<file path="src/bad_pkg.sv">
// shared types and constants for the block average downscaler
// no dependencies
`default_nettype none
package bad_pkg;
  localparam int unsigned MaxColsDefault   = 4096;
  localparam int unsigned MaxFactorDefault = 512;
  localparam int unsigned RowLimit         = 4096;
  localparam int unsigned SumW             = 26;

  localparam logic [1:0] RegScale = 2'd0;
  localparam logic [1:0] RegCols  = 2'd1;
  localparam logic [1:0] RegRows  = 2'd2;

  typedef struct packed {
    logic [7:0] pixel_in;
    logic       frame_start;
  } in_req_t;

  typedef struct packed {
    logic [7:0] pixel_out;
    logic       row_end;
    logic       frame_end;
  } out_req_t;

  // command from controller to datapath
  typedef struct packed {
    logic load;     // latch pixel and position info
    logic finish;   // add stored sum, write back
    logic div_go;   // start divider
  } bad_cmd_t;

  typedef struct packed {
    logic div_done;
    logic need_out;
    logic at_block_end;
    logic geo_busy;   // block grid being divided out
  } bad_sts_t;

  typedef enum logic [4:0] {
    StIdle = 5'b00001,
    StRead = 5'b00010,
    StSum  = 5'b00100,
    StDiv  = 5'b01000,
    StOut  = 5'b10000
  } bad_state_e;
endpackage
`default_nettype wire

</file>
<file path="src/bad_ctrl.sv">
// controller state machine for one pixel request at a time
// depends on bad_pkg
`default_nettype none
module bad_ctrl (
  input  wire logic            clk_i,
  input  wire logic            rst_ni,
  input  wire logic            in_valid_i,
  output logic                 in_stall_o,
  output logic                 out_valid_o,
  input  wire logic            out_stall_i,
  output bad_pkg::bad_cmd_t    cmd_o,
  input  wire bad_pkg::bad_sts_t sts_i
);
  import bad_pkg::*;
  bad_state_e state_q, state_d;

  always_comb begin
    state_d = state_q;
    cmd_o   = '0;
    unique case (state_q)
      StIdle: begin
        if (in_valid_i && !sts_i.geo_busy) begin
          cmd_o.load = 1'b1;
          state_d = StRead;
        end
      end
      StRead: begin
        if (sts_i.at_block_end) begin
          state_d = StSum;
        end else begin
          state_d = StIdle;
        end
      end
      StSum: begin
        cmd_o.finish = 1'b1;
        if (sts_i.need_out) begin
          cmd_o.div_go = 1'b1;
          state_d = StDiv;
        end else begin
          state_d = StIdle;
        end
      end
      StDiv: begin
        if (sts_i.div_done) state_d = StOut;
      end
      StOut: begin
        if (!out_stall_i) state_d = StIdle;
      end
      default: state_d = StIdle;
    endcase
  end

  assign in_stall_o  = (state_q != StIdle) || sts_i.geo_busy;
  assign out_valid_o = (state_q == StOut);

  always_ff @(posedge clk_i or negedge rst_ni) begin
    if (!rst_ni) begin
      state_q <= StIdle;
    end else begin
      state_q <= state_d;
    end
  end

`ifndef SYNTHESIS
  a_onehot: assert property (@(posedge clk_i) disable iff (!rst_ni) $onehot(state_q))
    else $error("state not one-hot");
  a_out_hold: assert property (@(posedge clk_i) disable iff (!rst_ni)
    out_valid_o && out_stall_i |=> out_valid_o) else $error("result dropped");
  a_no_accept_busy: assert property (@(posedge clk_i) disable iff (!rst_ni)
    out_valid_o |-> in_stall_o) else $error("request taken while result pending");
`endif
endmodule
`default_nettype wire

</file>
<file path="config.mk">
export PLATFORM = sky130hd
export DESIGN_NAME = bad_ctrl
export DESIGN_NICKNAME = d
export VERILOG_FILES = /design/src/bad_pkg.sv /design/src/bad_ctrl.sv
export SDC_FILE = /design/constraint.sdc
export NUM_CORES = 1
export LEC_CHECK = 0
export ABC_CLOCK_PERIOD_IN_PS = 1500
export BUFFER_PORTS_ARGS = -buffer_cell sky130_fd_sc_hd__buf_2
export CAP_MARGIN = 20
export CORE_AREA = 8 8 45 47
export CTS_BUF_LIST = sky130_fd_sc_hd__clkbuf_16
export CTS_CLUSTER_SIZE = 40
export DETAILED_ROUTE_END_ITERATION = 10
export DIE_AREA = 0 0 53 55
export GPL_TIMING_DRIVEN = 0
export PLACE_DENSITY = 0.46
export SLEW_MARGIN = 10
export SYNTH_ARGS = -nofsm -noshare
export SYNTH_HDL_FRONTEND = slang
export SYNTH_SLANG_ARGS = --single-unit
</file>
<file path="constraint.sdc">
create_clock -name clk_i -period 1.5 [get_ports clk_i]
set_input_delay 0.15 -clock clk_i [delete_from_list [all_inputs] [get_ports clk_i]]
set_output_delay 0.15 -clock clk_i [all_outputs]
set_load 0.01 [all_outputs]
</file>
==> impl_metrics.csv <==
group,metric,value,unit
placement,gp_congestion,0.694,
synth,ys_top_cells_by_area,"dfrtp_1, dfstp_2, nand4bb_1, a21oi_1, nor3_1",
synth,syn_inst,36,
timing,fin_ws,-0.0220,ns
timing,finClkSkew,0.00104,ns
worst_setup_path,cp.arrival,1.37,ns
die,pin_count,13,
grt,grt_pass1_wl,1.51,mm
power_and_ir_drop,power_density,1560,mW/mm2
power_and_ir_drop,power_leakage,0.252,nW
power_and_ir_drop,p_seq_share,22.7,%
synth,synth_edf_count,0,
synth,synth-async-reset-ratio,100,%
die,core_region_area,0.00138,mm2
synth,ys.flop_type,"dfrtp_1",
power_and_ir_drop,max-vdd-ir-drop,846,uV
worst_hold_path,hold_path.class,"in2reg",
cts,path_clk_slew,0.03,ns
timing,whs,0.211,ns
grt,antenna_found_initial,0,
final_layout,utilization,40.6,%
timing,slew_viol_final,0,
status,status,"complete, but fails checks",
timing,period_minus_slack,1.52,ns
power_and_ir_drop,comb_power_share,29.3,%
timing,setup_viol,2,
final_layout,biggestRegsByFlops,"state_q x5",
status,violations,"setup timing",
worst_setup_path,cp-start-kind,"register",
synth,yosys_register_bits,5,
final_layout,layout.nets,66,
synth,yosysUniqueCellTypes,23,
cts,clk_path_buf_depth,2,
placement,dp_slack,0.161,ns
synth,synth_area,329,um2
final_layout,drive_gt1_share,54.4,%
cts,cts-htree-levels,1,
detailed_routing,vias,338,
cts,cts_tree,"done",
die,die_h,55,um
final_layout,postLayoutCellArea,562,um2
final_layout,largest_register_ffs,5,
timing,fin_crit_sh,101,%
synth,avgSynthCellArea,9.14,um2
grt,grt_remaining_overflow,0,
timing,grt_setup_unrepaired,"true",
timing,relSlewSlack,83.6,%
synth,yosys.area.top_type,"dfrtp_1",
flow_run,drv_cap,0,
synth,synth_warnings,0,
worst_setup_path,required,1.35,ns
detailed_routing,wl_per_cell,11.5,um
detailed_routing,first_pass_iters,3,
cts,cts_root_buf,"clkbuf_16",
power_and_ir_drop,swShare,23.1,%
die,rows,14,
worst_setup_path,cp_max_fo,6,
power_and_ir_drop,power.internal,0.675,mW
placement,placed_cell_area,409,um2
power_and_ir_drop,p_sw,0.203,mW
die,fp.dieW,53,um
timing,tns,-0.0260,ns
synth,synth_nets,44,
detailed_routing,routed_wl,837,um
final_layout,syn_to_final_growth,70.7,%
synth,ys_seq_area_share,38.4,%
placement,dp.cells,64,
worst_setup_path,crit_type,"reg2out",
timing,hold_violations,0,
final_layout,top_register,"state_q",
timing,tightest_slew,0.245,ns
final_layout,n_antenna_cell,0,
power_and_ir_drop,clkPwrFrac,48.0,%
final_layout,stdcell_count,73,
detailed_routing,final_antenna_net_count,0,
grt,grt_max_degree,11,
grt,grt_pass1_vias,371,
power_and_ir_drop,power,0.878,mW
worst_setup_path,endpoint_kind,"output pin",
die,start_util,23.8,%
cts,cts_buffers,3,
cts,insertion_delay,0.22,ns
detailed_routing,drc,0,
placement,io_buffers,12,
cts,cts.sinks,5,
die,die-area,0.00292,mm2
grt,groute.usage.overall,6.96,%
detailed_routing,drtIter0Drc,2,
synth,yosysTopAreaCellShare,30.4,%
detailed_routing,routed_via_density,4.63,
timing,clock.fmax,657,MHz
==> critical path, stage by stage, from the launching register on <==
cell     delay (ns)
dfstp_2        0.58
nor2b_4        0.17
nand2_2        0.05
or2_1          0.21
buf_2          0.14
==> what timing repair did <==
action | in CTS | in global routing
hold buffers | 1 | 0
setup buffers | 2 | 2
pin swaps | 0 | 7
hold endpoints to repair | 5 | 0
resized for setup | 7 | 3
setup endpoints to repair | 2 | 4
==> logic make-up after synthesis <==
kind of cell | after synthesis | synth area share (%)
AO/OA/AOI/OAI | 7 | 14.1
buffers and inverters | 2 | 4.56
flip-flops | 5 | 38.4
AND/OR/NAND/NOR | 22 | 43.0
==> Yosys cell counts, drive strengths merged (2+ instances only) <==
library cell / instances
nor3b: 2
dfrtp: 4
nand4bb: 2
nand3b: 2
a21oi: 3
nor3: 3
or2: 2
nor2: 3
nor2b: 2
==> path summary, 6_finish.rpt <==
path                            slack, ns  depth (start not counted)         end       start
worst max-delay path                -0.02                          4  in_stall_o  state_q[0]
worst min-delay path                 0.21                          3  state_q[1]  in_valid_i
worst max register to register       0.17                          6  state_q[1]  state_q[0]
worst min register to register       0.56                          1  state_q[2]  state_q[4]
max in group asynchronous            1.03                          2  state_q[0]      rst_ni
min in group asynchronous            0.26                          2  state_q[3]      rst_ni
==> area by class of cell <==
cell class	count	area, um2
clock inverter	1	3.75
clock buffer	3	75.1
sequential	5	130
fill	135	822
tap	16	20.0
inverter	1	3.75
buffer	1	11.3
timing repair buffer	17	100
multi-input combinational	29	218
==> power by group through the flow <==
stage                     sequential (mW)  clock [mW]  combinational, mW
after floorplan                     0.185           0              0.116
after global placement              0.196           0              0.157
after detailed placement            0.195           0              0.159
after CTS                           0.195       0.428              0.219
after global routing                0.204       0.448              0.286
final                               0.199       0.421              0.258
==> cell usage in the layout, fill, tap and decap left out, types with 2 or more instances in the layout <==
master and instances:
buf_2 12, clkbuf_16 3, nor3_2 2, buf_4 4, dfrtp_2 3, nor2_1 3
nand4bb_1 2, nand3b_1 2, a21oi_1 3, inv_1 2
==> per-layer routing <==
metal	part of all wire, %	track usage [%]	vias up
li1	-	-	175
met1	48	7.67	154
met2	45	10.9	9
met3	7.0	2.41	0
met4	0	5.17	0
met5	0	0	-
Power figures use the tool's default switching activity.
